**config.mk**
```make
export PLATFORM = sky130hd
export DESIGN_NAME = ppm_useq
export DESIGN_NICKNAME = d
export VERILOG_FILES = /design/src/design/ppm_pkg.sv /design/src/design/ppm_useq.sv
export SDC_FILE = /design/constraint.sdc
export NUM_CORES = 1
export LEC_CHECK = 0
export ABC_AREA = 1
export CELL_PAD_IN_SITES_DETAIL_PLACEMENT = 1
export CELL_PAD_IN_SITES_GLOBAL_PLACEMENT = 2
export CORE_MARGIN = 1
export CORE_UTILIZATION = 28
export DETAILED_ROUTE_END_ITERATION = 10
export DONT_BUFFER_PORTS = 1
export PLACE_DENSITY_LB_ADDON = 0.1
export SLEW_MARGIN = 20
export SYNTH_ARGS = -nofsm -noshare
export SYNTH_HDL_FRONTEND = slang
export SYNTH_SLANG_ARGS = --single-unit
export TNS_END_PERCENT = 30
```
**constraint.sdc**
```tcl
create_clock -name clk -period 2 [get_ports clk]
set_clock_uncertainty 0.1 [all_clocks]
set_input_delay 0.3 -clock clk [delete_from_list [all_inputs] [get_ports clk]]
set_output_delay 0.3 -clock clk [all_outputs]
set_load 0.005 [all_outputs]
```
**src/design/ppm_pkg.sv**
```systemverilog
// ----------------------------------------------------------------------------
// ppm_pkg: shared types and microprogram for the page protection map
// Holds the action codes, the datapath operation codes, the jump conditions,
// the control word layout and the read-only microprogram.
// ----------------------------------------------------------------------------
`default_nettype none

package ppm_pkg;

    // Width of one table entry: read, write, exec and locked bits.
    localparam int ENTRY_W = 4;
    localparam logic [ENTRY_W-1:0] ENTRY_FREE   = 4'b0000;
    localparam logic [ENTRY_W-1:0] ENTRY_LOCKED = 4'b1000;

    // The user region spans 4 GiB above the base address.
    localparam logic [64:0] REGION_BYTES = 65'h1_0000_0000;

    // Request codes carried by the action field.
    typedef enum logic [1:0] {
        ACT_CHECK    = 2'd0,
        ACT_UPDATE   = 2'd1,
        ACT_LOCK     = 2'd2,
        ACT_RESERVED = 2'd3
    } action_t;

    // Datapath operations selected by the control word.
    typedef enum logic [3:0] {
        DP_NONE      = 4'd0,
        DP_OFFSET    = 4'd1,
        DP_SPAN      = 4'd2,
        DP_FIT       = 4'd3,
        DP_WALK_TEST = 4'd4,
        DP_REWIND    = 4'd5,
        DP_WRITE     = 4'd6,
        DP_ALL       = 4'd7,
        DP_CLEAR     = 4'd8,
        DP_WALK_LOCK = 4'd9,
        DP_PASS      = 4'd10,
        DP_FAIL      = 4'd11
    } dp_op_t;

    // Jump conditions tested by the sequencer.
    typedef enum logic [3:0] {
        C_NEVER      = 4'd0,
        C_ALWAYS     = 4'd1,
        C_ACCEPT     = 4'd2,
        C_DISPATCH   = 4'd3,
        C_CNT_MORE   = 4'd4,
        C_WALK_BUSY  = 4'd5,
        C_FAIL       = 4'd6,
        C_SKIP_WRITE = 4'd7,
        C_OUT_FREE   = 4'd8
    } cond_t;

    localparam int UPC_W = 4;
    typedef logic [UPC_W-1:0] upc_t;

    // Microprogram addresses.
    localparam upc_t U_INIT      = 4'd0;
    localparam upc_t U_CLEAR     = 4'd1;
    localparam upc_t U_IDLE      = 4'd2;
    localparam upc_t U_DISPATCH  = 4'd3;
    localparam upc_t U_SPAN      = 4'd4;
    localparam upc_t U_FIT       = 4'd5;
    localparam upc_t U_WALK      = 4'd6;
    localparam upc_t U_BRANCH    = 4'd7;
    localparam upc_t U_REWIND    = 4'd8;
    localparam upc_t U_WRITE     = 4'd9;
    localparam upc_t U_REPORT    = 4'd10;
    localparam upc_t U_LOCK      = 4'd11;
    localparam upc_t U_LOCK_WALK = 4'd12;
    localparam upc_t U_LOCK_DONE = 4'd13;
    localparam upc_t U_BAD       = 4'd14;

    // One control word. A taken condition loads target; otherwise the
    // sequencer either holds the step or moves to the next one.
    typedef struct packed {
        dp_op_t op;
        cond_t  cond;
        upc_t   target;
        logic   hold;
        logic   ready;
        logic   emit;
    } uword_t;

    // Datapath status seen by the sequencer.
    typedef struct packed {
        logic       cnt_more;
        logic       cnt_nz;
        logic       fail;
        logic [1:0] action;
        logic       out_free;
    } dp_flags_t;

    // Read-only microprogram.
    function automatic uword_t ucode(input upc_t addr);
        uword_t w;
        w = '{op: DP_NONE, cond: C_ALWAYS, target: U_IDLE,
              hold: 1'b0, ready: 1'b0, emit: 1'b0};
        case (addr)
            U_INIT:      w = '{DP_ALL,       C_NEVER,      U_INIT,      1'b0, 1'b0, 1'b0};
            U_CLEAR:     w = '{DP_CLEAR,     C_CNT_MORE,   U_CLEAR,     1'b0, 1'b0, 1'b0};
            U_IDLE:      w = '{DP_NONE,      C_ACCEPT,     U_DISPATCH,  1'b1, 1'b1, 1'b0};
            U_DISPATCH:  w = '{DP_OFFSET,    C_DISPATCH,   U_SPAN,      1'b0, 1'b0, 1'b0};
            U_SPAN:      w = '{DP_SPAN,      C_NEVER,      U_SPAN,      1'b0, 1'b0, 1'b0};
            U_FIT:       w = '{DP_FIT,       C_FAIL,       U_REPORT,    1'b0, 1'b0, 1'b0};
            U_WALK:      w = '{DP_WALK_TEST, C_WALK_BUSY,  U_WALK,      1'b0, 1'b0, 1'b0};
            U_BRANCH:    w = '{DP_NONE,      C_SKIP_WRITE, U_REPORT,    1'b0, 1'b0, 1'b0};
            U_REWIND:    w = '{DP_REWIND,    C_NEVER,      U_REWIND,    1'b0, 1'b0, 1'b0};
            U_WRITE:     w = '{DP_WRITE,     C_CNT_MORE,   U_WRITE,     1'b0, 1'b0, 1'b0};
            U_REPORT:    w = '{DP_NONE,      C_OUT_FREE,   U_IDLE,      1'b1, 1'b0, 1'b1};
            U_LOCK:      w = '{DP_ALL,       C_NEVER,      U_LOCK,      1'b0, 1'b0, 1'b0};
            U_LOCK_WALK: w = '{DP_WALK_LOCK, C_WALK_BUSY,  U_LOCK_WALK, 1'b0, 1'b0, 1'b0};
            U_LOCK_DONE: w = '{DP_PASS,      C_ALWAYS,     U_REPORT,    1'b0, 1'b0, 1'b0};
            U_BAD:       w = '{DP_FAIL,      C_ALWAYS,     U_REPORT,    1'b0, 1'b0, 1'b0};
            default:     w = '{DP_NONE,      C_ALWAYS,     U_IDLE,      1'b0, 1'b0, 1'b0};
        endcase
        return w;
    endfunction

endpackage

`default_nettype wire

```
**src/design/ppm_useq.sv**
```systemverilog
// ----------------------------------------------------------------------------
// ppm_useq: microcode sequencer
// Step counter, microprogram ROM lookup and conditional jump logic.
// ----------------------------------------------------------------------------
`default_nettype none

module ppm_useq (
    input  logic              clk,
    input  logic              rst_n,
    input  logic              accept,
    input  ppm_pkg::dp_flags_t flags,
    output ppm_pkg::uword_t   uw
);
    import ppm_pkg::*;

    upc_t upc_reg;
    upc_t upc_next;
    upc_t jump_target;
    logic taken;

    // Current control word.
    assign uw = ucode(upc_reg);

    // Evaluate the jump condition of this step.
    always_comb
    begin
        taken       = 1'b0;
        jump_target = uw.target;
        case (uw.cond)
            C_NEVER:      taken = 1'b0;
            C_ALWAYS:     taken = 1'b1;
            C_ACCEPT:     taken = accept;
            C_CNT_MORE:   taken = flags.cnt_more;
            C_WALK_BUSY:  taken = flags.cnt_nz;
            C_FAIL:       taken = flags.fail;
            C_SKIP_WRITE: taken = flags.fail || (flags.action != ACT_UPDATE);
            C_OUT_FREE:   taken = flags.out_free;
            C_DISPATCH:
            begin
                taken = 1'b1;
                case (flags.action)
                    ACT_CHECK, ACT_UPDATE: jump_target = U_SPAN;
                    ACT_LOCK:              jump_target = U_LOCK;
                    default:               jump_target = U_BAD;
                endcase
            end
            default:      taken = 1'b0;
        endcase
    end

    // Next step: taken jump, hold, or fall through.
    always_comb
    begin
        if (taken)
        begin
            upc_next = jump_target;
        end
        else if (uw.hold)
        begin
            upc_next = upc_reg;
        end
        else
        begin
            upc_next = upc_reg + upc_t'(1);
        end
    end

    always_ff @(posedge clk or negedge rst_n)
    begin
        if (!rst_n)
        begin
            upc_reg <= U_INIT;
        end
        else
        begin
            upc_reg <= upc_next;
        end
    end

endmodule

`default_nettype wire

```
; ---- Yosys cells after proc, flatten, opt, wreduce, memory -nomap -nowiden
; Memories as Yosys holds them, arrays and structs flattened.
; Cells that the tools add are included.
[classes]
addsub = 1
n_eq_ne = 12
mux = 5
reduce_logical = 4
[ops]
columns = operator, count
row1 = "equality test 4 x 3 -> 1 bit, second input constant", 4
row2 = two-way mux 4 bit, 3
row3 = "equality test 4 x 2 -> 1 bit, second input constant", 2
row4 = case mux 4 bit (2 select lines), 1
row5 = case mux 1 bit (7 select lines), 1
row6 = "adder 4 x 1 -> 4 bit, second input constant", 1
row7 = "equality test 4 x 1 -> 1 bit, second input constant", 1
row8 = "equality test 4 bit, second input constant", 1
row9 = "!= test 2 x 1 -> 1 bit, second input constant", 2
row10 = OR reduction 2 bit, 2
row11 = "equality test 2 x 1 -> 1 bit, second input constant", 1
row12 = "equality test 2 bit, second input constant", 1
row13 = zero test 2 bit, 1
row14 = logical OR 1 bit, 1
[totals]
regBits = 4
mem_bits_ro = 240
mem_count = 1
[mem_list]
columns = name, words, word_bits, read_ports, rd_clocked_by_memory_dff, write_ports, line_no
row1 = (no name shown), 16, 15, 1, 0, 0, ppm_pkg.sv:100  ; case (addr)

; ---- Depth between registers and ports, before layout
; Gate-level depths: netlist of run 1.
[depth]
ltp_word = 5
ltp_mapped = 14

; ---- Worst setup path before layout of run 1
; OpenSTA, ideal clock, no wires.
[synth_path]
path_kind = register to register
start = register upc_reg[0]
end = register upc_reg[1]
arrival_time_ns = 1.694
required_time_ns = 1.781
setup_slack_ns = 0.088
path_stages_with_launch = 14
n_path_buf = 0
period_less_slack_ns = 1.912
path_cell_list = dfrtp_1 inv_1 ha_1 nand2_4 nor2_4 inv_2 nand3_2 nor2_2 nor2_1 nand2_1 nor2_4 inv_1 nand2_1 nand2_1
[synth_via]
elab_chain_len = 5
elab_cells_between_ends = 16
cone_classes = 1 x add/sub / 9 x eq/ne / 4 x mux / 1 x reduce/logical / 1 x memory
[synth_lines]
columns = element, line_no
row1 = start: declaration, ppm_useq.sv:16  ; upc_t upc_reg;
row2 = start signal: assignment, ppm_useq.sv:76  ; upc_reg <= upc_next;
row3 = memory read (16 x 15 bit), n/a
row4 = equality test 4 x 2 -> 1 bit / equality test 4 x 1 -> 1 bit (equally long branches), ppm_useq.sv:29  ; case (uw.cond)
row5 = OR reduction 2 bit (no source line), n/a
row6 = case mux 1 bit (7 select lines), ppm_useq.sv:29
row7 = != test 2 x 1 -> 1 bit (no source line) / two-way mux 4 bit (equally long branches), n/a
; Parallel ways exist; a longest one is shown, timed or not. The select of a mux whose other input is x is not followed.
; A chain may end at the register's enable or synchronous reset.

; ---- Final worst setup path of run 1
; Ends and elaborated chain as after synthesis.

==> summary.md, run 1 <==
| Metric | Value |
|---|---|
| Slew @ Worst Pin | `0.428 ns` |
| Static Leak | `approximately 0.54 nW` |
| CTS Buffer Depth | `2` |
| Gpl congestion | `roughly 0.77` |
| Fmax | `between 500 and 600 MHz` |
| Cell Area, Synth | `just under 800 sq um` |
| Slew HR | `0.712` |
| Crit-path max FO | `6` |
| PwrDens | `between 2000 and 2500 mW/mm^2` |
| Core Area | `roughly 0.0026 sq mm` |
| Vias in the first global route | `821` |
| Fraction of layout cells with a size suffix above 1 | `0.313` |
| Commonest non-fill, non-tap cell in the layout | `nand2_1` |
| Crit path DAT | `1.90 ns` |
| Detailed placement HPWL | `roughly 2.1 mm` |
| Commonest non-fill, non-tap cells in the layout | `36 x nand2_1, 15 x nor2_1, 12 x inv_1` |
| Final hold slack | `0.195 ns` |
| N_diodes | `0` |
| Total gr overflow | `0` |
| Max reg flops | `4` |
| Syn_area_per_cell | `6.00 sq um` |
| Vias | `865` |
| First-pass GRT wire length | `approximately 3.7 mm` |
| Routed Antenna Nets | `0` |
| Leading area contributor after synthesis | `nand2_1` |
| DR vias/cell | `slightly below 5` |
| Worst VDD drop | `slightly below 900 uV` |
| Std-Cell Rows | `18` |
| Worst-skew pair later-pin latency | `roughly 0.24 ns` |
| CP Class | `reg -> reg` |
| Finish-stage setup viols | `0` |
| Seq/Total Area, Yosys | `0.126` |
| Io pins | `24` |
| Warnings from Yosys | `0` |
| Final period utilization | `0.939` |
| Max cap viols | `0` |
| DR WL/cell | `~14 microns` |
| Largest net degree at the start of global routing | `13` |
| Die Y | `roughly 55 microns` |
| Worst Setup End Kind | `flip-flop` |
| Antenna violations before repair | `0` |
| Setup crit start kind | `flip-flop` |
| Area Growth Syn to Fin | `22.6%` |
| Yosys top cell area share | `0.190` |
| GRT Total Usage | `0.175` |
| DR iter-0 viols | `9` |
| Die width | `approximately 55 microns` |
| DRC Markers | `0` |
| Ranking of synthesized cells by area | `nand2_1 19%, dfrtp_1 13%, ha_1 13%, nor2_1 7.1%, inv_1 6.6%` |
| Pre-antenna DRT Iters | `4` |
| Clock transition at path regs | `approximately 0.04 ns` |
| Final Non-Filler Cells | `174` |
| CTS tree | `done` |
| Slew Limit Fails | `0` |
| Root buffer cell | `clkbuf_4` |
| # nets final | `roughly 160` |
| Port-buffer cells | `0` |
| Wirelength, routed | `2.51 mm` |
| Outcome | `completed` |
| Yosys reg bits | `4` |
| Die area | `a little over 0.003 sq mm` |
| Placed insts | `between 150 and 200` |
| Post-Synthesis Cells | `roughly 130` |
| CTS sink cnt | `4` |
| Critical path data required time | `just over 2 ns` |
| Syn Nets | `approximately 150` |
| Final TNS setup | `0 ns` |
| Unique masters post-synth | `25` |
| Num CTS Buffers | `3` |
| Min-Delay Path Class | `in -> reg` |
| FILL cells | `roughly 360` |
| Initial Util | `0.308` |
| Final hold vios | `0` |
| Min Tclk post-route | `approximately 1.9 ns` |
| H-tree Lvls | `1` |
## timing repair
item | CTS | global route
setup buffers | 0 | 2
gates resized for setup | 0 | 15
endpoints found under the setup margin | 0 | 4
hold endpoints to repair | 4 | 0
hold buffers | 1 | 0
## through the flow
step / total power [mW] / area (sq um) / util / setup WS (ns)
2_1_floorplan: 1.33 / 792 / - / 0.0877
3_3_place_gp: 1.76 / 870 / 0.339 / 0.0590
3_5_place_dp: 1.77 / 870 / 0.339 / 0.00796
4_1_cts: 1.89 / 902 / 0.351 / 0.00896
5_1_grt: 2.23 / 971 / 0.378 / -0.00962
6_report: 1.98 / 971 / 0.378 / 0.121
## cell families (layout without fill, tap and decap cells)
family,count (synthesis),after routing,synth area share
compound gates,14,14,0.0980
simple gates,83,83,0.509
flops,4,4,0.126
fa+ha+maj,8,8,0.126
xor+xnor,1,1,0.0111
buf+inv,22,34,0.130
## path summary, 6_finish.rpt
kind,start,endpoint,slack [ns],cells past startpoint
setup / recovery,upc_reg[0],upc_reg[1],0.12,13
hold / removal,flags[2],upc_reg[3],0.19,2
setup reg to reg,upc_reg[0],upc_reg[1],0.12,13
hold reg to reg,upc_reg[3],upc_reg[3],0.74,5
max in group asynchronous,rst_n,upc_reg[2],1.38,1
min in group asynchronous,rst_n,upc_reg[3],0.24,1
## cell type report
class | instances | area (sq um) | area share
Clock buffer | 3 | 22.5 | 0.0232
Tap cell | 30 | 37.5 | 0.0387
Multi-Input combinational cell | 106 | 639 | 0.659
Timing Repair Buffer | 13 | 104 | 0.107
Sequential cell | 4 | 100 | 0.103
Inverter | 18 | 67.6 | 0.0696
## synth_stat cells
| master | count |
|---|---|
| buf_6 | 2 |
| inv_1 | 14 |
| a21oi_1 | 2 |
| nor2_2 | 1 |
| nand2_2 | 4 |
| buf_4 | 1 |
| o211ai_1 | 1 |
| nand3_1 | 9 |
| nand2_1 | 40 |
| buf_2 | 1 |
| inv_2 | 4 |
| nand2_4 | 1 |
| nor2_1 | 15 |
| dfrtp_1 | 4 |
| nand4_1 | 4 |
| xor2_1 | 1 |
| nand3_2 | 5 |
| ha_1 | 8 |
| nor2_4 | 2 |
| a31oi_1 | 1 |
| o221ai_1 | 1 |
| nor3_1 | 1 |
| o21ai_1 | 3 |
| o21ai_0 | 6 |
| or2_2 | 1 |
## where the power goes
| group | leakage, nW | total [mW] | switching [mW] | internal (mW) |
|---|---|---|---|---|
| Combinational | 0.475 | 1.72 | 1.10 | 0.616 |
| Clock | 0.0138 | 0.100 | 0.0329 | 0.0671 |
| Sequential | 0.0494 | 0.166 | 0.0367 | 0.129 |
| Total | 0.538 | 1.98 | 1.17 | 0.813 |
## per-layer routing
layer  track usage  part of all wire  up-vias
li1              -                 -      445
met1         0.224              0.45      402
met2         0.313              0.51       16
met3       0.00820             0.032        2
met4        0.0500            0.0068        0
met5             0                 0        -
## critical path, stage by stage (launching register included)
cell and delay (ns):
dfrtp_1 0.39, inv_2 0.12, ha_2 0.24, nand2_4 0.07, nor2_4 0.11, inv_2 0.06
nand3_2 0.08, nor2_1 0.04, nand2_1 0.09, nand3_2 0.11, nor2_4 0.19, inv_2 0.05
nand2_1 0.06, nand2_1 0.06
Note: power is estimated with default switching activity, not from simulation.
==> run 2, diff against run 1 <==
- PLACE_DENSITY: not set -> 0.83
- PLACE_DENSITY_LB_ADDON: 0.1 -> not set
==> run 2 against run 1 <==
Flip-flop and latch count is the same. Critical path type is now reg -> out. Setup slack worse by 0.11 ns. Global-route usage is 1.6 points higher. Clock-buffer cell count unchanged. Sequential share of layout area down 0.31 points. Combinational power rose by 9%. Largest cell class unchanged.
==> summary.md, run 2 (synthesized netlist as in run 1, its figures left out) <==
| Metric | Value |
|---|---|
| Fmax | `502 MHz` |
| Min Tclk post-route | `roughly 2.0 ns` |
| Std-Cell Rows | `18` |
| Die width | `about 55 microns` |
| RSZ-0062 raised after global routing | `true` |
| Finished Cell Area | `around 0.001 sq mm` |
| Final hold vios | `0` |
| PwrDens | `2110 mW/mm^2` |
| DR vias/cell | `5.12` |
| Commonest non-fill, non-tap cells in the layout | `31 x nand2_1, 12 x inv_1, 12 x nor2_1` |
| DR WL/cell | `~15 microns` |
| Outcome | `completed` |
| Placement Cell Area | `around 860 sq um` |
| Crit-path max FO | `5` |
| Largest net degree at the start of global routing | `13` |
| Max cap viols | `0` |
| Crit path DAT | `1.59 ns` |
| Die Y | `55.2 microns` |
| Worst VDD drop | `964 uV` |
| H-tree Lvls | `1` |
| Critical path data required time | `approximately 1.6 ns` |
| # nets final | `approximately 160` |
| CTS tree | `done` |
| Initial Util | `0.308` |
| Min-Delay Path Class | `in -> reg` |
| Fraction of layout cells with a size suffix above 1 | `0.378` |
| CP Class | `reg -> out` |
| Worst-skew pair later-pin latency | `about 0.24 ns` |
| Slew Limit Fails | `0` |
| Commonest non-fill, non-tap cell in the layout | `nand2_1` |
| Slew HR | `0.684` |
| Pre-antenna DRT Iters | `4` |
| Final period utilization | `0.996` |
| CTS sink cnt | `4` |
| DR iter-0 viols | `11` |
| Routed Antenna Nets | `0` |
| Antenna violations before repair | `0` |
| Static Leak | `0.549 nW` |
| Clock transition at path regs | `0.03 ns` |
| Vias | `a little under 900` |
| Die area | `just over 0.003 sq mm` |
| Area Growth Syn to Fin | `29.5%` |
| First-pass GRT wire length | `4.04 mm` |
| Vias in the first global route | `a little under 900` |
| Core Area | `approximately 0.0026 sq mm` |
| Port-buffer cells | `0` |
| CTS Buffer Depth | `2` |
| Setup crit start kind | `flip-flop` |
| Finish-stage setup viols | `0` |
| DRC Markers | `0` |
| Num CTS Buffers | `3` |
| Wirelength, routed | `around 2.6 mm` |
| GRT Total Usage | `0.191` |
| Gpl congestion | `between 0.8 and 0.9` |
| Final hold slack | `0.224 ns` |
| Root buffer cell | `clkbuf_4` |
| Io pins | `24` |
| N_diodes | `0` |
| Worst Setup End Kind | `primary output` |
| Total gr overflow | `0` |
| Max reg flops | `4` |
| Detailed placement HPWL | `2.10 mm` |
| Slew @ Worst Pin | `0.469 ns` |
[run 2: worst paths after layout]
| kind | startpoint | end | slack (ns) | cells past startpoint |
|---|---|---|---|---|
| worst min-delay path | flags[2] | upc_reg[3] | 0.22 | 2 |
| worst min register to register | upc_reg[1] | upc_reg[1] | 0.73 | 4 |
| worst max register to register | upc_reg[0] | upc_reg[1] | 0.09 | 13 |
| max in group asynchronous | rst_n | upc_reg[1] | 1.36 | 1 |
| worst max-delay path | upc_reg[1] | uw[11] | 0.007 | 5 |
| min in group asynchronous | rst_n | upc_reg[2] | 0.24 | 1 |
[run 2: repair_timing]
item / CTS / global route
resized for setup: 5 / 28
endpoints found under the hold margin: 4 / 0
hold buffers: 1 / 0
buffers inserted: 0 / 2
setup endpoints to repair: 4 / 4
pin swaps: 1 / 13
[run 2: final cells by class]
cell class              count  area [sq um]
flip-flops and latches      4           103
fillers                   353          1540
repair buffers             12          96.3
multi-input cells         106           694
well taps                  30          37.5
inverters                  18          72.6
clock buffers               3          22.5
[run 2: worst max-delay path, stage by stage, from the launching register on]
cell	delay, ns
dfrtp_2	0.45
buf_4	0.16
ha_4	0.16
buf_4	0.13
o21ai_0	0.27
o221ai_1	0.18
[run 2: power by group]
group          internal (mW)  switching (mW)
sequential             0.133          0.0632
combinational          0.681            1.19
clock                 0.0672          0.0340
[run 2: layer usage]
metal | GRT usage | routed length, microns | part of all wire
met5 | 0 | 0 | 0
met4 | 0 | 19 | 0.0072
met3 | 0.0383 | 101 | 0.038
met2 | 0.359 | 1370 | 0.52
met1 | 0.235 | 1140 | 0.43
[run 2: through the flow]
step | setup slack [ns] | instances | util | total power, mW | setup TNS, ns
floorplan | 0.0877 | 132 | - | 1.33 | 0
detailed placement | -0.0524 | 167 | 0.336 | 1.76 | -0.117
finish | 0.00747 | 173 | 0.400 | 2.17 | 0
CTS | 0.00365 | 171 | 0.352 | 1.89 | 0
global route | -0.0414 | 173 | 0.400 | 2.41 | -0.0919
global placement | 0.0413 | 167 | 0.336 | 1.70 | 0
==> run 3, diff against run 2 <==
- GPL_TIMING_DRIVEN: not set -> 0
- SLEW_MARGIN: 20 -> 10
==> run 3 against run 2 <==
The flow now finishes with violations (setup timing). Setup slack lost 0.0082 ns. Clock power is essentially flat. Cell count increased by 4.0%.
==> summary.md, run 3 (synthesized netlist as in run 1, its figures left out) <==
| Metric | Value |
|---|---|
| Outcome | `complete, but fails checks` |
| Failing checks | `setup timing` |
| Num CTS Buffers | `3` |
| Io pins | `24` |
| CP Class | `reg -> reg` |
| Commonest non-fill, non-tap cells in the layout | `30 x nand2_1, 14 x nor2_1, 14 x buf_4` |
| Worst VDD drop | `between 1000 and 1500 uV` |
| Routed Antenna Nets | `0` |
| Finish-stage setup viols | `1` |
| Root buffer cell | `clkbuf_4` |
| Area Growth Syn to Fin | `40.3%` |
| Crit path DAT | `around 2.0 ns` |
| Final period utilization | `1.00` |
| First-pass GRT wire length | `between 3 and 4 mm` |
| Static Leak | `between 0.5 and 0.6 nW` |
| Vias in the first global route | `approximately 850` |
| CTS sink cnt | `4` |
| Setup crit start kind | `flip-flop` |
| Detailed placement HPWL | `about 2 mm` |
| Min Tclk post-route | `2.00 ns` |
| Placement Cell Area | `approximately 830 sq um` |
| Slew HR | `0.834` |
| Fraction of layout cells with a size suffix above 1 | `0.420` |
| Max reg flops | `4` |
| PwrDens | `about 2100 mW/mm^2` |
| Clock transition at path regs | `~0.040 ns` |
| Core Area | `~0.0026 sq mm` |
| Fmax | `500 MHz` |
| Std-Cell Rows | `18` |
| GRT Total Usage | `0.178` |
| Pre-antenna DRT Iters | `4` |
| Worst Setup Slack, final | `-0.000689 ns` |
| Placed insts | `around 160` |
| Slew Limit Fails | `0` |
| DR vias/cell | `5.04` |
| Wirelength, routed | `2.64 mm` |
| Die area | `~0.0030 sq mm` |
| Worst Setup End Kind | `flip-flop` |
| Die Y | `~55 microns` |
| Antenna violations before repair | `0` |
| CTS Buffer Depth | `2` |
| Vias | `908` |
| Finished Cell Area | `around 0.0011 sq mm` |
| Min-Delay Path Class | `in -> reg` |
| Commonest non-fill, non-tap cell in the layout | `nand2_1` |
| RSZ-0062 raised after global routing | `true` |
| Die width | `~55 microns` |
| Critical path data required time | `around 2.0 ns` |
| DR WL/cell | `14.7 microns` |
| Gpl congestion | `roughly 0.85` |
| CTS tree | `done` |
| Port-buffer cells | `0` |
| DRC Markers | `0` |
| Worst-skew pair later-pin latency | `roughly 0.24 ns` |
| # nets final | `169` |
| N_diodes | `0` |
| H-tree Lvls | `1` |
| Total gr overflow | `0` |
| Slew @ Worst Pin | `approximately 0.25 ns` |
| Largest net degree at the start of global routing | `11` |
| Crit-path max FO | `6` |
| Final hold slack | `between 0.15 and 0.2 ns` |
| Final Non-Filler Cells | `180` |
| Final hold vios | `0` |
| Max cap viols | `0` |
| Initial Util | `0.308` |
| DR iter-0 viols | `4` |
[run 3: cell types whose count changed in the layout (fill, tap and decap cells not counted), sizes merged]
cell	delta
buf	+7
clkinv	+1
inv	-1
[run 3: cell type report]
| type | instances | area (sq um) |
|---|---|---|
| plain buffers | 4 | 35.0 |
| clock buffers | 3 | 22.5 |
| fillers | 347 | 1460 |
| inverters | 18 | 75.1 |
| multi-input cells | 106 | 718 |
| flip-flops and latches | 4 | 104 |
| well taps | 30 | 37.5 |
| repair buffers | 15 | 119 |
[run 3: routing by layer]
layer / GRT usage / wire [microns] / up-vias / part of all wire
met5: 0 / 0 / - / 0
met4: 0.0625 / 24 / 0 / 0.0091
met3: 0.0137 / 85 / 2 / 0.032
met2: 0.311 / 1400 / 18 / 0.53
met1: 0.226 / 1130 / 429 / 0.43
li1: - / - / 459 / -
[run 3: timing repair]
item                                    4_1_cts  5_1_grt
buffers inserted                              3       11
resized for setup                            10       31
hold endpoints to repair                      4        0
pin swaps                                     2       16
endpoints found under the setup margin        7        4
hold buffers                                  1        0
[run 3: through the flow]
stage / setup WS (ns) / power, mW / TNS, ns / util
2_1_floorplan: 0.0877 / 1.33 / 0 / -
3_3_place_gp: -0.185 / 1.62 / -0.624 / 0.323
3_5_place_dp: -0.315 / 1.68 / -1.10 / 0.323
4_1_cts: 0.0131 / 1.89 / 0 / 0.356
5_1_grt: -0.149 / 2.56 / -0.577 / 0.433
6_report: -0.000689 / 2.30 / -0.000689 / 0.433
[run 3: final timing paths]
path,from,endpoint,slack (ns),depth (start not counted)
setup reg to reg,upc_reg[0],upc_reg[1],-0.0007,13
hold / removal,flags[2],upc_reg[3],0.20,2
setup / recovery,upc_reg[0],upc_reg[1],-0.0007,13
min in group asynchronous,rst_n,upc_reg[3],0.23,1
hold reg to reg,upc_reg[2],upc_reg[2],0.68,4
max in group asynchronous,rst_n,upc_reg[2],1.39,1
[run 3: worst max-delay path: stages, from the launching register on]
cell     delay, ns
dfrtp_2       0.47
buf_6         0.14
buf_4         0.13
ha_4          0.15
nand2_2       0.05
nand2_1       0.06
nand2_2       0.11
nor2_2        0.06
nand4_1       0.14
nand3_2       0.11
nor2_4        0.18
inv_2         0.07
nand2_2       0.06
nand2_1       0.05
[run 3: report_power, final]
part / switching [mW] / total, mW / internal [mW]
combinational: 1.21 / 1.98 / 0.771
clock: 0.0332 / 0.100 / 0.0671
sequential: 0.0815 / 0.216 / 0.135
total: 1.33 / 2.30 / 0.973
