$ cat config.mk
export PLATFORM = sky130hd
export DESIGN_NAME = ppm_dpath
export DESIGN_NICKNAME = d
export VERILOG_FILES = /design/src/design/ppm_pkg.sv /design/src/design/ppm_dpath.sv
export SDC_FILE = /design/constraint.sdc
export NUM_CORES = 1
export LEC_CHECK = 0
export BUFFER_PORTS_ARGS = -buffer_cell sky130_fd_sc_hd__clkbuf_2
export CORE_MARGIN = 2
export CORE_UTILIZATION = 55
export CTS_BUF_LIST = sky130_fd_sc_hd__clkbuf_8
export DETAILED_ROUTE_END_ITERATION = 12
export GPL_TIMING_DRIVEN = 0
export MAX_ROUTING_LAYER = met4
export PLACE_DENSITY = 0.82
export SLEW_MARGIN = 30
export SYNTH_ARGS = -nofsm -noshare
export SYNTH_HDL_FRONTEND = slang
export SYNTH_SLANG_ARGS = --single-unit
export TNS_END_PERCENT = 50
$ cat constraint.sdc
create_clock -name clk -period 5.6 [get_ports clk]
set_clock_uncertainty 0.15 [all_clocks]
set_input_delay 0.56 -clock clk [delete_from_list [all_inputs] [get_ports clk]]
set_output_delay 0.56 -clock clk [all_outputs]
set_load 0.05 [all_outputs]
$ cat src/design/ppm_pkg.sv
// ----------------------------------------------------------------------------
// ppm_pkg: shared types and microprogram for the page protection map
// Holds the action codes, the datapath operation codes, the jump conditions,
// the control word layout and the read-only microprogram.
// ----------------------------------------------------------------------------
`default_nettype none

package ppm_pkg;

    // Width of one table entry: read, write, exec and locked bits.
    localparam int ENTRY_W = 4;
    localparam logic [ENTRY_W-1:0] ENTRY_FREE   = 4'b0000;
    localparam logic [ENTRY_W-1:0] ENTRY_LOCKED = 4'b1000;

    // The user region spans 4 GiB above the base address.
    localparam logic [64:0] REGION_BYTES = 65'h1_0000_0000;

    // Request codes carried by the action field.
    typedef enum logic [1:0] {
        ACT_CHECK    = 2'd0,
        ACT_UPDATE   = 2'd1,
        ACT_LOCK     = 2'd2,
        ACT_RESERVED = 2'd3
    } action_t;

    // Datapath operations selected by the control word.
    typedef enum logic [3:0] {
        DP_NONE      = 4'd0,
        DP_OFFSET    = 4'd1,
        DP_SPAN      = 4'd2,
        DP_FIT       = 4'd3,
        DP_WALK_TEST = 4'd4,
        DP_REWIND    = 4'd5,
        DP_WRITE     = 4'd6,
        DP_ALL       = 4'd7,
        DP_CLEAR     = 4'd8,
        DP_WALK_LOCK = 4'd9,
        DP_PASS      = 4'd10,
        DP_FAIL      = 4'd11
    } dp_op_t;

    // Jump conditions tested by the sequencer.
    typedef enum logic [3:0] {
        C_NEVER      = 4'd0,
        C_ALWAYS     = 4'd1,
        C_ACCEPT     = 4'd2,
        C_DISPATCH   = 4'd3,
        C_CNT_MORE   = 4'd4,
        C_WALK_BUSY  = 4'd5,
        C_FAIL       = 4'd6,
        C_SKIP_WRITE = 4'd7,
        C_OUT_FREE   = 4'd8
    } cond_t;

    localparam int UPC_W = 4;
    typedef logic [UPC_W-1:0] upc_t;

    // Microprogram addresses.
    localparam upc_t U_INIT      = 4'd0;
    localparam upc_t U_CLEAR     = 4'd1;
    localparam upc_t U_IDLE      = 4'd2;
    localparam upc_t U_DISPATCH  = 4'd3;
    localparam upc_t U_SPAN      = 4'd4;
    localparam upc_t U_FIT       = 4'd5;
    localparam upc_t U_WALK      = 4'd6;
    localparam upc_t U_BRANCH    = 4'd7;
    localparam upc_t U_REWIND    = 4'd8;
    localparam upc_t U_WRITE     = 4'd9;
    localparam upc_t U_REPORT    = 4'd10;
    localparam upc_t U_LOCK      = 4'd11;
    localparam upc_t U_LOCK_WALK = 4'd12;
    localparam upc_t U_LOCK_DONE = 4'd13;
    localparam upc_t U_BAD       = 4'd14;

    // One control word. A taken condition loads target; otherwise the
    // sequencer either holds the step or moves to the next one.
    typedef struct packed {
        dp_op_t op;
        cond_t  cond;
        upc_t   target;
        logic   hold;
        logic   ready;
        logic   emit;
    } uword_t;

    // Datapath status seen by the sequencer.
    typedef struct packed {
        logic       cnt_more;
        logic       cnt_nz;
        logic       fail;
        logic [1:0] action;
        logic       out_free;
    } dp_flags_t;

    // Read-only microprogram.
    function automatic uword_t ucode(input upc_t addr);
        uword_t w;
        w = '{op: DP_NONE, cond: C_ALWAYS, target: U_IDLE,
              hold: 1'b0, ready: 1'b0, emit: 1'b0};
        case (addr)
            U_INIT:      w = '{DP_ALL,       C_NEVER,      U_INIT,      1'b0, 1'b0, 1'b0};
            U_CLEAR:     w = '{DP_CLEAR,     C_CNT_MORE,   U_CLEAR,     1'b0, 1'b0, 1'b0};
            U_IDLE:      w = '{DP_NONE,      C_ACCEPT,     U_DISPATCH,  1'b1, 1'b1, 1'b0};
            U_DISPATCH:  w = '{DP_OFFSET,    C_DISPATCH,   U_SPAN,      1'b0, 1'b0, 1'b0};
            U_SPAN:      w = '{DP_SPAN,      C_NEVER,      U_SPAN,      1'b0, 1'b0, 1'b0};
            U_FIT:       w = '{DP_FIT,       C_FAIL,       U_REPORT,    1'b0, 1'b0, 1'b0};
            U_WALK:      w = '{DP_WALK_TEST, C_WALK_BUSY,  U_WALK,      1'b0, 1'b0, 1'b0};
            U_BRANCH:    w = '{DP_NONE,      C_SKIP_WRITE, U_REPORT,    1'b0, 1'b0, 1'b0};
            U_REWIND:    w = '{DP_REWIND,    C_NEVER,      U_REWIND,    1'b0, 1'b0, 1'b0};
            U_WRITE:     w = '{DP_WRITE,     C_CNT_MORE,   U_WRITE,     1'b0, 1'b0, 1'b0};
            U_REPORT:    w = '{DP_NONE,      C_OUT_FREE,   U_IDLE,      1'b1, 1'b0, 1'b1};
            U_LOCK:      w = '{DP_ALL,       C_NEVER,      U_LOCK,      1'b0, 1'b0, 1'b0};
            U_LOCK_WALK: w = '{DP_WALK_LOCK, C_WALK_BUSY,  U_LOCK_WALK, 1'b0, 1'b0, 1'b0};
            U_LOCK_DONE: w = '{DP_PASS,      C_ALWAYS,     U_REPORT,    1'b0, 1'b0, 1'b0};
            U_BAD:       w = '{DP_FAIL,      C_ALWAYS,     U_REPORT,    1'b0, 1'b0, 1'b0};
            default:     w = '{DP_NONE,      C_ALWAYS,     U_IDLE,      1'b0, 1'b0, 1'b0};
        endcase
        return w;
    endfunction

endpackage

`default_nettype wire

$ cat src/design/ppm_dpath.sv
// ----------------------------------------------------------------------------
// ppm_dpath: request datapath of the page protection map
// Holds the request, the range arithmetic, the page walker that drives the
// table RAM, the pass/fail flag and the output register.
// ----------------------------------------------------------------------------
`default_nettype none

module ppm_dpath #(
    parameter int MAP_ENTRIES = 65536,
    parameter int PAGE_SHIFT  = 16,
    parameter int AW          = 16,
    parameter int CW          = 19
) (
    input  logic                         clk,
    input  logic                         rst_n,
    input  ppm_pkg::uword_t              uw,
    input  logic                         accept,
    input  logic [1:0]                   action,
    input  logic [63:0]                  address,
    input  logic [31:0]                  byte_size,
    input  logic [2:0]                   prot_mask,
    input  logic                         cfg_write,
    input  logic [63:0]                  cfg_data,
    input  logic                         out_stall,
    output logic                         out_valid,
    output logic                         status,
    output ppm_pkg::dp_flags_t           flags,
    output logic                         ram_we,
    output logic [AW-1:0]                ram_waddr,
    output logic [ppm_pkg::ENTRY_W-1:0]  ram_wdata,
    output logic                         ram_re,
    output logic [AW-1:0]                ram_raddr,
    input  logic [ppm_pkg::ENTRY_W-1:0]  ram_rdata
);
    import ppm_pkg::*;

    localparam logic [32:0] PAGE_ROUND = 33'((64'd1 << PAGE_SHIFT) - 64'd1);

    // Request and configuration registers.
    logic [63:0] base_reg;
    logic [1:0]  action_reg;
    logic [63:0] addr_reg;
    logic [31:0] size_reg;
    logic [2:0]  mask_reg;

    // Walker state.
    logic [63:0]   off_reg,   off_next;
    logic [CW-1:0] pages_reg, pages_next;
    logic [CW-1:0] first_reg, first_next;
    logic [AW-1:0] idx_reg,   idx_next;
    logic [AW-1:0] lag_reg,   lag_next;
    logic [CW-1:0] cnt_reg,   cnt_next;
    logic          pend_reg,  pend_next;
    logic          flag_reg,  flag_next;
    logic          out_valid_reg, out_valid_next;
    logic          status_reg,    status_next;

    // Arithmetic terms.
    logic [64:0]   diff;
    logic [32:0]   pages_sum;
    logic [64:0]   span_sum;
    logic [CW-1:0] fit_sum;
    logic          span_bad;
    logic          fit_bad;
    logic [2:0]    test_mask;
    logic          test_bad;
    logic          cnt_nz;
    logic          out_free;

    assign cnt_nz   = (cnt_reg != '0);
    assign out_free = !(out_valid_reg && out_stall);

    // Range arithmetic: offset in region, page count, end of range, table fit.
    assign diff      = {1'b0, addr_reg} - {1'b0, base_reg};
    assign pages_sum = {1'b0, size_reg} + PAGE_ROUND;
    assign span_sum  = {1'b0, off_reg} + 65'(size_reg);
    assign span_bad  = (span_sum > REGION_BYTES);
    assign fit_sum   = first_reg + pages_reg;
    assign fit_bad   = (fit_sum > CW'(MAP_ENTRIES));

    // Entry test: lock bit for an update or a zero mask, else the mask bits.
    assign test_mask = (action_reg == ACT_UPDATE) ? 3'b000 : mask_reg;
    always_comb
    begin
        if (test_mask == 3'b000)
        begin
            test_bad = pend_reg && ram_rdata[ENTRY_W-1];
        end
        else
        begin
            test_bad = pend_reg && ((ram_rdata[2:0] & test_mask) == 3'b000);
        end
    end

    // Datapath operation of the current step.
    always_comb
    begin
        off_next   = off_reg;
        pages_next = pages_reg;
        first_next = first_reg;
        idx_next   = idx_reg;
        lag_next   = lag_reg;
        cnt_next   = cnt_reg;
        pend_next  = 1'b0;
        flag_next  = flag_reg;
        ram_we     = 1'b0;
        ram_waddr  = idx_reg;
        ram_wdata  = ENTRY_FREE;
        ram_re     = 1'b0;
        ram_raddr  = idx_reg;
        case (uw.op)
            DP_OFFSET:
            begin
                off_next   = diff[63:0];
                flag_next  = diff[64];
                pages_next = CW'(pages_sum >> PAGE_SHIFT);
            end
            DP_SPAN:
            begin
                flag_next  = flag_reg | span_bad;
                first_next = CW'(off_reg[32:PAGE_SHIFT]);
            end
            DP_FIT:
            begin
                flag_next = flag_reg | fit_bad;
                idx_next  = first_reg[AW-1:0];
                cnt_next  = pages_reg;
            end
            DP_REWIND:
            begin
                idx_next = first_reg[AW-1:0];
                cnt_next = pages_reg;
            end
            DP_ALL:
            begin
                idx_next = '0;
                cnt_next = CW'(MAP_ENTRIES);
            end
            DP_WALK_TEST:
            begin
                ram_re    = cnt_nz;
                pend_next = cnt_nz;
                lag_next  = idx_reg;
                flag_next = flag_reg | test_bad;
                if (cnt_nz)
                begin
                    idx_next = idx_reg + AW'(1);
                    cnt_next = cnt_reg - CW'(1);
                end
            end
            DP_WALK_LOCK:
            begin
                ram_re    = cnt_nz;
                pend_next = cnt_nz;
                lag_next  = idx_reg;
                ram_we    = pend_reg && (ram_rdata == ENTRY_FREE);
                ram_waddr = lag_reg;
                ram_wdata = ENTRY_LOCKED;
                if (cnt_nz)
                begin
                    idx_next = idx_reg + AW'(1);
                    cnt_next = cnt_reg - CW'(1);
                end
            end
            DP_WRITE:
            begin
                ram_we    = cnt_nz;
                ram_wdata = {1'b0, mask_reg};
                if (cnt_nz)
                begin
                    idx_next = idx_reg + AW'(1);
                    cnt_next = cnt_reg - CW'(1);
                end
            end
            DP_CLEAR:
            begin
                ram_we    = cnt_nz;
                ram_wdata = ENTRY_FREE;
                if (cnt_nz)
                begin
                    idx_next = idx_reg + AW'(1);
                    cnt_next = cnt_reg - CW'(1);
                end
            end
            DP_PASS:  flag_next = 1'b0;
            DP_FAIL:  flag_next = 1'b1;
            DP_NONE:  flag_next = flag_reg;
            default:  flag_next = flag_reg;
        endcase
    end

    // Output register: loads on a report step once the previous beat is gone.
    always_comb
    begin
        out_valid_next = out_valid_reg;
        status_next    = status_reg;
        if (uw.emit && out_free)
        begin
            out_valid_next = 1'b1;
            status_next    = flag_reg;
        end
        else if (!out_stall)
        begin
            out_valid_next = 1'b0;
        end
    end

    // Control registers and the region base.
    always_ff @(posedge clk or negedge rst_n)
    begin
        if (!rst_n)
        begin
            base_reg      <= '0;
            cnt_reg       <= '0;
            pend_reg      <= 1'b0;
            flag_reg      <= 1'b0;
            out_valid_reg <= 1'b0;
        end
        else
        begin
            if (cfg_write)
            begin
                base_reg <= cfg_data;
            end
            cnt_reg       <= cnt_next;
            pend_reg      <= pend_next;
            flag_reg      <= flag_next;
            out_valid_reg <= out_valid_next;
        end
    end

    // Payload registers.
    always_ff @(posedge clk)
    begin
        if (accept)
        begin
            action_reg <= action;
            addr_reg   <= address;
            size_reg   <= byte_size;
            mask_reg   <= prot_mask;
        end
        off_reg    <= off_next;
        pages_reg  <= pages_next;
        first_reg  <= first_next;
        idx_reg    <= idx_next;
        lag_reg    <= lag_next;
        status_reg <= status_next;
    end

    assign out_valid      = out_valid_reg;
    assign status         = status_reg;
    assign flags.cnt_more = (cnt_reg > CW'(1));
    assign flags.cnt_nz   = cnt_nz;
    assign flags.fail     = flag_reg;
    assign flags.action   = action_reg;
    assign flags.out_free = out_free;

endmodule

`default_nettype wire

* Word level (Yosys, flattened, before mapping)
Cells that the tools add are included.
** Storage, ports and cells
- Register bits after elaboration :: 318
- Bits of input ports :: 189
** Operators by class
- $add $sub $neg :: 6
- Magnitude comparators :: 3
- Eq/ne operators :: 14
- Muxes and demuxes :: 13
- Bitwise gates (word level) :: 4
- Reduce and logical (&&, ||, !) cells :: 17
** Operators by type and width (number)
- 64-bit by 32-bit adder with 65-bit output :: 1
- 65-bit by 33-bit > comparator with 1-bit output (second input constant) :: 1
- 64-bit by 64-bit subtractor with 65-bit output :: 1
- 19-bit case mux with 3 select lines :: 1
- 16-bit case mux with 3 select lines :: 1
- 32-bit by 16-bit adder with 33-bit output (second input constant) :: 1
- 16-bit two-way mux :: 2
- 19-bit by 1-bit > comparator with 1-bit output (second input constant) :: 1
- 19-bit two-way mux :: 1
- 19-bit nonzero test :: 1
- 19-bit by 1-bit subtractor with 19-bit output (second input constant) :: 1
- 17-bit by 17-bit adder with 18-bit output :: 1
- 18-bit by 17-bit > comparator with 1-bit output (second input constant) :: 1
- 16-bit by 1-bit adder with 16-bit output (second input constant) :: 1
- 4-bit by 3-bit == test with 1-bit output (second input constant) :: 4
- 4-bit == test (second input constant) :: 4
- 4-bit by 2-bit == test with 1-bit output (second input constant) :: 2
- 4-bit case mux with 2 select lines :: 1
- 3-bit zero test :: 2
- 1-bit case mux with 6 select lines :: 1
- 6-bit nonzero test :: 1
- 2-bit OR reduction :: 3
- 1-bit logical AND :: 5
- 4-bit by 1-bit == test with 1-bit output (second input constant) :: 1
- other kinds (12) :: 18

* Logic depth before layout (Yosys ltp)
Gate-level depths: netlist of run 1.
- Depth after elaboration :: 8
- Depth in mapped cells :: 14

* Worst setup path before layout of run 1
No wires, ideal clock.
- Path kind :: input -> register
- From :: input port uw[12] in the netlist's numbering
- To :: register flag_reg
- Data arrival time :: 7179 ps
- Setup slack :: -1836 ps
- Stages on the path :: 5
- Path buffers :: 1
- Cell sequence :: clkbuf_1 -> nand2b_1 -> nor3_1 -> o2111ai_1 -> o311ai_1
** On the way
- Cells in the longest elaborated chain, start to end :: 2
** Ends and longest elaborated chain
- start: declaration :: RTL line ppm_dpath.sv:16 : input ppm_pkg::uword_t uw,
- 4-bit == test (tied with other cells) :: RTL line ppm_dpath.sv:111 : case (uw.op)
- 1-bit case mux with 6 select lines / 6-bit nonzero test (equally long branches)
- end signal: assignment :: RTL line ppm_dpath.sv:227 : flag_reg <= flag_next;
- end: declaration :: RTL line ppm_dpath.sv:54 : logic flag_reg, flag_next;
Several ways; a longest one is shown, not always the timed one.
A chain may end at the register's enable or synchronous reset.

* Final worst setup path of run 1
- From :: register base_reg[0]
- To :: register flag_reg
** On the way
- Cells in the longest elaborated chain, start to end :: 2
** Ends and longest elaborated chain
- start: declaration :: RTL line ppm_dpath.sv:40 : logic [63:0] base_reg;
- start signal: assignment :: RTL line ppm_dpath.sv:223 : base_reg <= cfg_data;
- 64-bit by 64-bit subtractor with 65-bit output :: RTL line ppm_dpath.sv:74 : assign diff = {1'b0, addr_reg} - {1'b0, base_reg};
- 1-bit case mux with 6 select lines :: RTL line ppm_dpath.sv:111
Every way passes these cells.

==> impl_metrics.ini, run 1 <==
[status]
status = complete, no violations

[drt]
wl_per_cell_um = 19.3
wl_um = 57100
num_vias = 17672
drc = 0
drtIter0Drc = 1384
drtPass1Iterations = 5
antenna_left = 0
viasPerCell = 5.95

[worst_setup_path]
cp-start-kind = flop
critPathMaxFanout = 3
worstRegToRegCells = 13
critPathCaptureType = flop
worstSetupPathType = reg -> reg
critPathLaunch = base_reg[0]
critical_path_cell_count = 13
path_delay_family = compound AO/OA/AOI/OAI gates
r2r_setup_slack_ns = 1.05
r2r_end = flag_reg
slowest_stage = o311ai_1
path_buf_inv = 0
worstPathRequired_ns = 5.94
crit_end = flag_reg
critPathMaxStageDelay_ns = 0.55
r2r-start = base_reg[0]
worstPathCellList = ha_1 -> fa_1 -> nor2b_1 -> o31ai_1 -> a211o_1 -> a21oi_1 -> nor2_1 -> o311ai_1 -> nand4_1 -> o31ai_1 -> a221oi_1 -> o2111ai_1 -> o311ai_1
arrival_ns = 4.89

[yosys]
ys_ff_latch = 318
syn_inst = 2011
synth.top_cell.area_share_pct = 35.5
synth_area_leaders = edfxtp_1 (36%), dfrtp_1 (11%), ha_1 (7.5%), o21ai_0 (4.8%), nand2_1 (4.0%)
yosysTopAreaCell = edfxtp_1
yosysMostFrequentCell = edfxtp_1
async_flop_share_pct = 27.0
synth_edf_count = 232
syn_nets = 2320
ys_types = 94
synthTopCellsByCount = edfxtp_1 (232), nand2_1 (209), o21ai_0 (189)
synth_area_per_cell_um2 = 9.75
ys_warn_count = 0
ys_seq_area_share_pct = 46.5
synth.cell_area_um2 = 19600
ys.flop_type = edfxtp_1

[placed_design]
dp_cells = 2703
placed_cell_area_um2 = 21500
place_hpwl_um = 40000
portBuffers = 222
place.gp.congestion = 0.980

[floorplanning]
start_util_pct = 55.5
coreArea_um2 = 35300
io_pins = 235
rows = 69
die_w_um = 193
dieArea_um2 = 37200
die_y_um = 193

[sta]
finalCritPeriodShare_pct = 81.3
setup_viol = 0
slew_headroom_pct = 44.1
worstMarginPinSlew_ns = 0.817
hold_viol = 0
holdWs_ns = 0.0744
rsz0062_at_grt = no
period_minus_slack_ns = 4.55
fmax_ghz = 0.220
drv_slew = 0

[cells_and_area]
diodes = 0
drive_above_1_share_pct = 15.4
instances_no_fill = 2968
design_area_um2 = 24300
nets = 2771
synthToLayoutAreaGrowth_pct = 23.9

[cts]
clk_pin_slew_ns = 0.07
root_buffer = clkbuf_8
clock_latency_ns = 0.65
cts_tree = yes
cts_buffers = 53
cts_max_level = 2
clock_sinks = 318
clockBufferDepth = 3

[power]
powerDensity_nw_per_um2 = 282
p_int_mw = 4.70
p_sw_share_pct = 31.4
vdd_drop_max_v = 0.000255
power_frac_seq_pct = 41.9
pwr-share-comb_pct = 24.8
finalPower_mw = 6.85
switchingPower_mw = 2.15
pwr-share-clk_pct = 33.3
p_leak_nw = 10.1

[global_routing]
antenna_found_initial = 0
grtUsageTotal_pct = 31.6
grt_pass1_wl_um = 89100
grt_overflow_total = 0
grt_max_degree = 76
grt_pass1_vias = 17128

[job]
drv_cap = 0

[hold_path]
hold_class = in -> reg
==> power by group through the flow <==
| stage | registers [mW] | logic [mW] | clock network [mW] |
|---|---|---|---|
| final | 2.87 | 1.70 | 2.28 |
| after global placement | 2.91 | 1.49 | 0 |
| after floorplan | 2.91 | 1.09 | 0 |
| after global routing | 2.88 | 1.86 | 2.40 |
| after CTS | 2.86 | 1.64 | 2.29 |
| after detailed placement | 2.91 | 1.54 | 0 |
==> logic make-up (layout without fill, tap and decap cells) <==
family / count (synthesis) / after routing / synth area share [%]
xor gates and xnor gates: 116 / 116 / 5.18
buffers and inverters: 201 / 697 / 4.09
and+or+nand+nor: 647 / 647 / 16.0
muxes: 27 / 27 / 1.49
adders and majority gates: 120 / 120 / 7.78
DFF: 318 / 318 / 46.5
AOI/OAI and AO/OA: 582 / 582 / 19.0
==> area by class of cell <==
class,instances,area [um^2]
inverters,124,465
clock inverters,39,328
multi-input cells,1492,9700
fillers,2592,11000
flip-flops and latches,318,9120
plain buffers,77,335
well taps,461,577
repair buffers,396,2910
clock buffers,61,840
==> metal layers <==
| layer | up-vias | share of wire [%] | GRT usage, % |
|---|---|---|---|
| li1 | 8333 | - | - |
| met1 | 8362 | 41 | 38.8 |
| met2 | 806 | 48 | 52.0 |
| met3 | 171 | 6.0 | 4.07 |
| met4 | 0 | 4.8 | 14.7 |
| met5 | - | 0 | - |
==> what timing repair did <==
action	in CTS	in global routing
setup endpoints to repair	0	0
gates resized for setup	0	0
setup buffers	0	0
endpoints found under the hold margin	249	0
hold buffers	165	0
==> worst register-to-register path, cell delays in order, from the launching register on <==
cell and delay, ns:
dfrtp_1 0.46, ha_1 0.27, fa_1 0.42, nor2b_1 0.26
o31ai_1 0.16, a211o_1 0.33, a21oi_1 0.29, nor2_1 0.16
o311ai_1 0.55, nand4_1 0.19, o31ai_1 0.52, a221oi_1 0.27
o2111ai_1 0.27, o311ai_1 0.12
==> stage by stage <==
stage / setup TNS, ns / setup slack [ns] / utilization (%)
3_3_place_gp: -48.47 / -0.970 / 60.3
3_5_place_dp: 0 / 1.15 / 60.8
5_1_grt: 0 / 0.846 / 68.8
4_1_cts: 0 / 1.10 / 68.7
6_report: 0 / 1.05 / 68.8
2_1_floorplan: 0 / 0.736 / -
==> layout by cell type (no fill, tap or decap), drive strengths merged, types with 15 or more instances in the layout <==
| cell type | n |
|---|---|
| nand2b | 21 |
| nor2 | 148 |
| a21o | 35 |
| and3 | 24 |
| a31oi | 23 |
| buf | 35 |
| nand3 | 52 |
| o21ai | 205 |
| a211oi | 15 |
| clkbuf | 334 |
| xor2 | 46 |
| dlygate4sd3 | 165 |
| dfrtp | 86 |
| nor3 | 45 |
| edfxtp | 232 |
| ha | 117 |
| inv | 149 |
| nand4 | 45 |
| nand2 | 209 |
| o21a | 24 |
| o21bai | 17 |
| mux2 | 17 |
| and2 | 16 |
| a21oi | 135 |
| nor4 | 28 |
| xnor2 | 70 |
==> worst min-delay path by stage <==
stage	from	to	slack, ns	depth (start not counted)
floorplan	rst_n	base_reg[0]	0.11	0
global placement	cnt_reg[16]	cnt_reg[16]	0.34	2
detailed placement	rst_n	base_reg[10]	0.26	1
CTS	cfg_data[23]	base_reg[23]	0.003	3
global route	cfg_data[61]	base_reg[61]	0.04	3
finish	cfg_data[61]	base_reg[61]	0.07	3
No activity file was read; power rests on OpenSTA's default activity.
==> run 2: changes to the inputs <==
ABC_AREA = 1   (was unset)
clock period = 4.2 ns   (was 5.6 ns; I/O delays follow)
==> impl_metrics.ini, run 2 <==
[status]
status = complete, no violations

[yosys]
yosysMostFrequentCell = nand2_1
ys_ff_latch = 318
synth_edf_count = 232
ys_types = 60
ys_warn_count = 0
synth_area_per_cell_um2 = 7.79
yosysTopAreaCell = edfxtp_1
syn_inst = 2741
ys.flop_type = edfxtp_1
synthTopCellsByCount = nand2_1 (711), inv_1 (458), nor2_1 (278)
synth_area_leaders = edfxtp_1 (33%), nand2_1 (13%), dfrtp_1 (10%), inv_1 (8.1%), ha_1 (6.9%)
ys_seq_area_share_pct = 42.7
synth.cell_area_um2 = 21300
async_flop_share_pct = 27.0
synth.top_cell.area_share_pct = 32.6
syn_nets = 3050

[cts]
clock_latency_ns = 0.69
cts_buffers = 52
clockBufferDepth = 3
clk_pin_slew_ns = 0.08
clock_sinks = 318
postCtsSetupBuffers = 0
cts_tree = yes
cts_resized = 0
root_buffer = clkbuf_8
cts_max_level = 2

[sta]
rsz0062_at_grt = no
hold_viol = 0
slew_headroom_pct = 23.5
finalCritPeriodShare_pct = 85.3
fin_tns_setup_ns = 0
fmax_ghz = 0.279
drv_slew = 0
worstMarginPinSlew_ns = 1.12
period_minus_slack_ns = 3.58
setup_viol = 0
holdWs_ns = 0.0482

[global_routing]
grtUsageTotal_pct = 37.1
grt_max_degree = 76
antenna_found_initial = 0
grt_pass1_wl_um = 113000
grt_overflow_total = 0
grt_pass1_vias = 21280

[drt]
drc = 0
antenna_left = 0
drtPass1Iterations = 6
wl_um = 72200
drtIter0Drc = 1670
num_vias = 20660
wl_per_cell_um = 19.2
viasPerCell = 5.50

[worst_setup_path]
critPathLaunch = uw[12]
worstRegToRegCells = 18
r2r-start = pages_reg[0]
critPathMaxFanout = 18
arrival_ns = 3.01
worstPathCellList = dlygate4sd3_1 -> clkbuf_2 -> inv_1 -> nand2_1 -> nor2_1 -> or2_1 -> nand2_1 -> inv_1 -> clkbuf_2
worstSetupPathType = in -> out
critPathCaptureType = output pin
r2r_end = flag_reg
path_delay_family = simple AND/OR/NAND/NOR gates
slowest_stage = or2_1
r2r_setup_slack_ns = 0.68
cp-start-kind = input port
worstPathRequired_ns = 3.63
path_buf_inv = 5
critPathMaxStageDelay_ns = 0.80

[floorplanning]
dieArea_um2 = 40400
start_util_pct = 55.5
die_w_um = 201
die_y_um = 201
io_pins = 235
rows = 72
coreArea_um2 = 38500

[job]
drv_cap = 0

[power]
powerDensity_nw_per_um2 = 355
finalPower_mw = 9.25
vdd_drop_max_v = 0.000295
p_leak_nw = 12.3

[cells_and_area]
multiInputGateArea_um2 = 10400
design_area_um2 = 26100
synthToLayoutAreaGrowth_pct = 22.2
seq_area_um2 = 9120
nFillCells = 3077
final_cell_mix = nand2_1 (711), inv_1 (478), nor2_1 (276), edfxtp_1 (232), clkbuf_2 (221)
diodes = 0
final_common_cell = nand2_1
drive_above_1_share_pct = 12.2
nets = 3505

[hold_path]
min_from = accept
hold_end = addr_reg[47]
hold_class = in -> reg
whs_path_depth = 1

[placed_design]
portBuffers = 223
placed_cell_area_um2 = 23300
place.gp.congestion = 1.06
place_hpwl_um = 52300
[run 2: cell types whose count changed in the layout (fill, tap and decap cells not counted), moves of 24 or more]
| cell | change |
|---|---|
| a21o_1 | -30 |
| xnor2_1 | -34 |
| inv_1 | +331 |
| nor2_1 | +130 |
| nand2_1 | +502 |
| and3_1 | -24 |
| a21oi_1 | +29 |
| nand3_1 | +69 |
| o21ai_0 | -34 |
| clkbuf_1 | -32 |
[run 2: how the worst max path moves through the flow]
stage                           to  slack, ns  depth (start not counted)
after floorplan           flag_reg       0.70                          6
after global placement    flag_reg      -1.06                          7
after detailed placement  flag_reg       0.73                         18
after CTS                   ram_re       0.61                          9
after global routing      flags[5]       0.35                         11
final                       ram_re       0.62                          9
[run 2: cell type report]
cell class	instances	share of cell area (%)
multi-input combinational	1930	39.7
clock buffer	55	2.90
sequential	318	35.0
buffer	29	0.542
inverter	464	6.68
tap	518	2.49
clock inverter	43	1.20
timing repair buffer	401	11.5
[run 2: stage by stage]
step | utilization [%] | worst slack, ns | std cells
floorplan | - | 0.702 | 2741
global placement | 60.1 | -1.06 | 3482
detailed placement | 60.5 | 0.733 | 3488
CTS | 67.8 | 0.606 | 3758
global route | 67.8 | 0.354 | 3758
finish | 67.8 | 0.616 | 3758
[run 2: report_power, final]
group | internal, mW | total, mW | switching, mW | leakage (nW)
clock | 1.48 | 2.84 | 1.36 | 0.616
combinational | 0.887 | 2.56 | 1.67 | 8.44
sequential | 3.69 | 3.85 | 0.166 | 3.24
[run 2: layer usage]
layer | wire length [um] | track usage, %
met5 | 0 | -
met1 | 26700 | 40.8
met2 | 36500 | 65.5
met4 | 4330 | 20.3
met3 | 4630 | 4.53
[run 2: repair_timing]
action	CTS	global route
hold endpoints to repair	254	0
setup endpoints to repair	0	0
hold buffers	172	0
[run 2: logic make-up (layout without fill, tap and decap cells)]
logic type               count (synthesis)  after routing  synth area share (%)
AND/OR/NAND/NOR                       1276           1276                  25.5
AO/OA/AOI/OAI                          429            429                  11.5
buffers and inverters                  493            992                  8.82
adder cells (fa/ha/maj)                120            120                  7.14
multiplexers                             1              1                0.0528
flip-flops                             318            318                  42.7
XOR/XNOR                               104            104                  4.27
==> run 3: changes to the inputs <==
HOLD_SLACK_MARGIN = 0.06   (was unset)
==> impl_metrics.ini, run 3 (synthesis results as in run 2) <==
[sta]
period_minus_slack_ns = 3.57
worstMarginPinSlew_ns = 1.11
drv_slew = 0
fmax_ghz = 0.280
holdWs_ns = 0.186
hold_viol = 0
fin_tns_setup_ns = 0
layout_setup_ws_ns = 0.633
setup_viol = 0
rsz0062_at_grt = no
finalCritPeriodShare_pct = 84.9
slew_headroom_pct = 24.3

[cells_and_area]
synthToLayoutAreaGrowth_pct = 22.2
nets = 3506
design_area_um2 = 26100
post-route-util_pct = 67.8
diodes = 0
final_common_cell = nand2_1
final_cell_mix = nand2_1 (711), inv_1 (478), nor2_1 (276), edfxtp_1 (232), clkbuf_2 (221)
drive_above_1_share_pct = 12.2
instances_no_fill = 3759

[placed_design]
place.gp.congestion = 1.06
dp_slack_ns = 0.733
dp_cells = 3488
portBuffers = 223
placed_cell_area_um2 = 23300
place_hpwl_um = 52300

[worst_setup_path]
worstRegToRegCells = 13
worstSetupPathType = in -> out
r2r_setup_slack_ns = 0.67
r2r_end = flag_reg
cp-start-kind = input port
critPathCaptureType = output pin
r2r-start = pages_reg[13]
slowest_stage = or2_1
critPathMaxStageDelay_ns = 0.79
arrival_ns = 3.00
worstPathCellList = dlygate4sd3_1 -> clkbuf_2 -> inv_1 -> nand2_1 -> nor2_1 -> or2_1 -> nand2_1 -> inv_1 -> clkbuf_2
worstPathRequired_ns = 3.63
critPathMaxFanout = 18

[power]
p_leak_nw = 12.3
powerDensity_nw_per_um2 = 355
vdd_drop_max_v = 0.000326
finalPower_mw = 9.26

[cts]
clk_pin_slew_ns = 0.06
clock_sinks = 318
clock_latency_ns = 0.69
cts_resized = 0
cts_max_level = 2
clockBufferDepth = 3
root_buffer = clkbuf_8
cts_buffers = 52
cts_tree = yes

[global_routing]
antenna_found_initial = 0
grt_overflow_total = 0
grtUsageTotal_pct = 37.4
grt_pass1_wl_um = 114000
grt_pass1_vias = 21342
grt_max_degree = 76

[drt]
wl_per_cell_um = 19.4
num_vias = 20754
antenna_left = 0
drtPass1Iterations = 9
drc = 0
drtIter0Drc = 1616
viasPerCell = 5.52
wl_um = 72800

[hold_path]
hold_class = in -> async

[floorplanning]
coreArea_um2 = 38500
die_y_um = 201
io_pins = 235
rows = 72
dieArea_um2 = 40400
start_util_pct = 55.5
die_w_um = 201

[job]
drv_cap = 0

[status]
status = complete, no violations
## run 3: how the worst max path moves through the flow
| stage | endpoint | startpoint | slack, ns |
|---|---|---|---|
| after floorplan | flag_reg | uw[12] | 0.70 |
| after global placement | flag_reg | uw[12] | -1.06 |
| after detailed placement | flag_reg | pages_reg[0] | 0.73 |
| after CTS | ram_re | uw[12] | 0.61 |
| after global routing | flags[5] | cnt_reg[4] | 0.35 |
| final | ram_re | uw[12] | 0.63 |
## run 3: repair_timing
action                                  4_1_cts  5_1_grt
hold endpoints to repair                    281        0
buffers inserted                              0        0
endpoints found under the setup margin        0        0
hold buffers                                173        0
## run 3: area by class of cell
cell class / count / area, um^2
Timing Repair Buffer: 402 / 3010
Multi-Input combinational cell: 1930 / 10400
Inverter: 464 / 1740
Sequential cell: 318 / 9120
Clock buffer: 55 / 757
Tap cell: 518 / 648
Buffer: 29 / 141
Clock inverter: 43 / 314
Fill cell: 3060 / 12400
## run 3: worst max-delay path, delay by kind of cell
family / cells / cell delay [ns]
and+or+nand+nor: 4 / 1.39
buffers and inverters: 5 / 1.18
## run 3: routing by layer
| metal | wire (um) | track usage, % |
|---|---|---|
| met5 | 0 | - |
| met4 | 4330 | 20.2 |
| met3 | 4820 | 4.68 |
| met2 | 37000 | 66.4 |
| met1 | 26700 | 40.7 |
## run 3: report_power, final
| group | internal [mW] | switching [mW] | total [mW] | leakage [nW] |
|---|---|---|---|---|
| clock network | 1.48 | 1.37 | 2.84 | 0.616 |
| logic | 0.887 | 1.67 | 2.56 | 8.45 |
| registers | 3.69 | 0.167 | 3.85 | 3.24 |
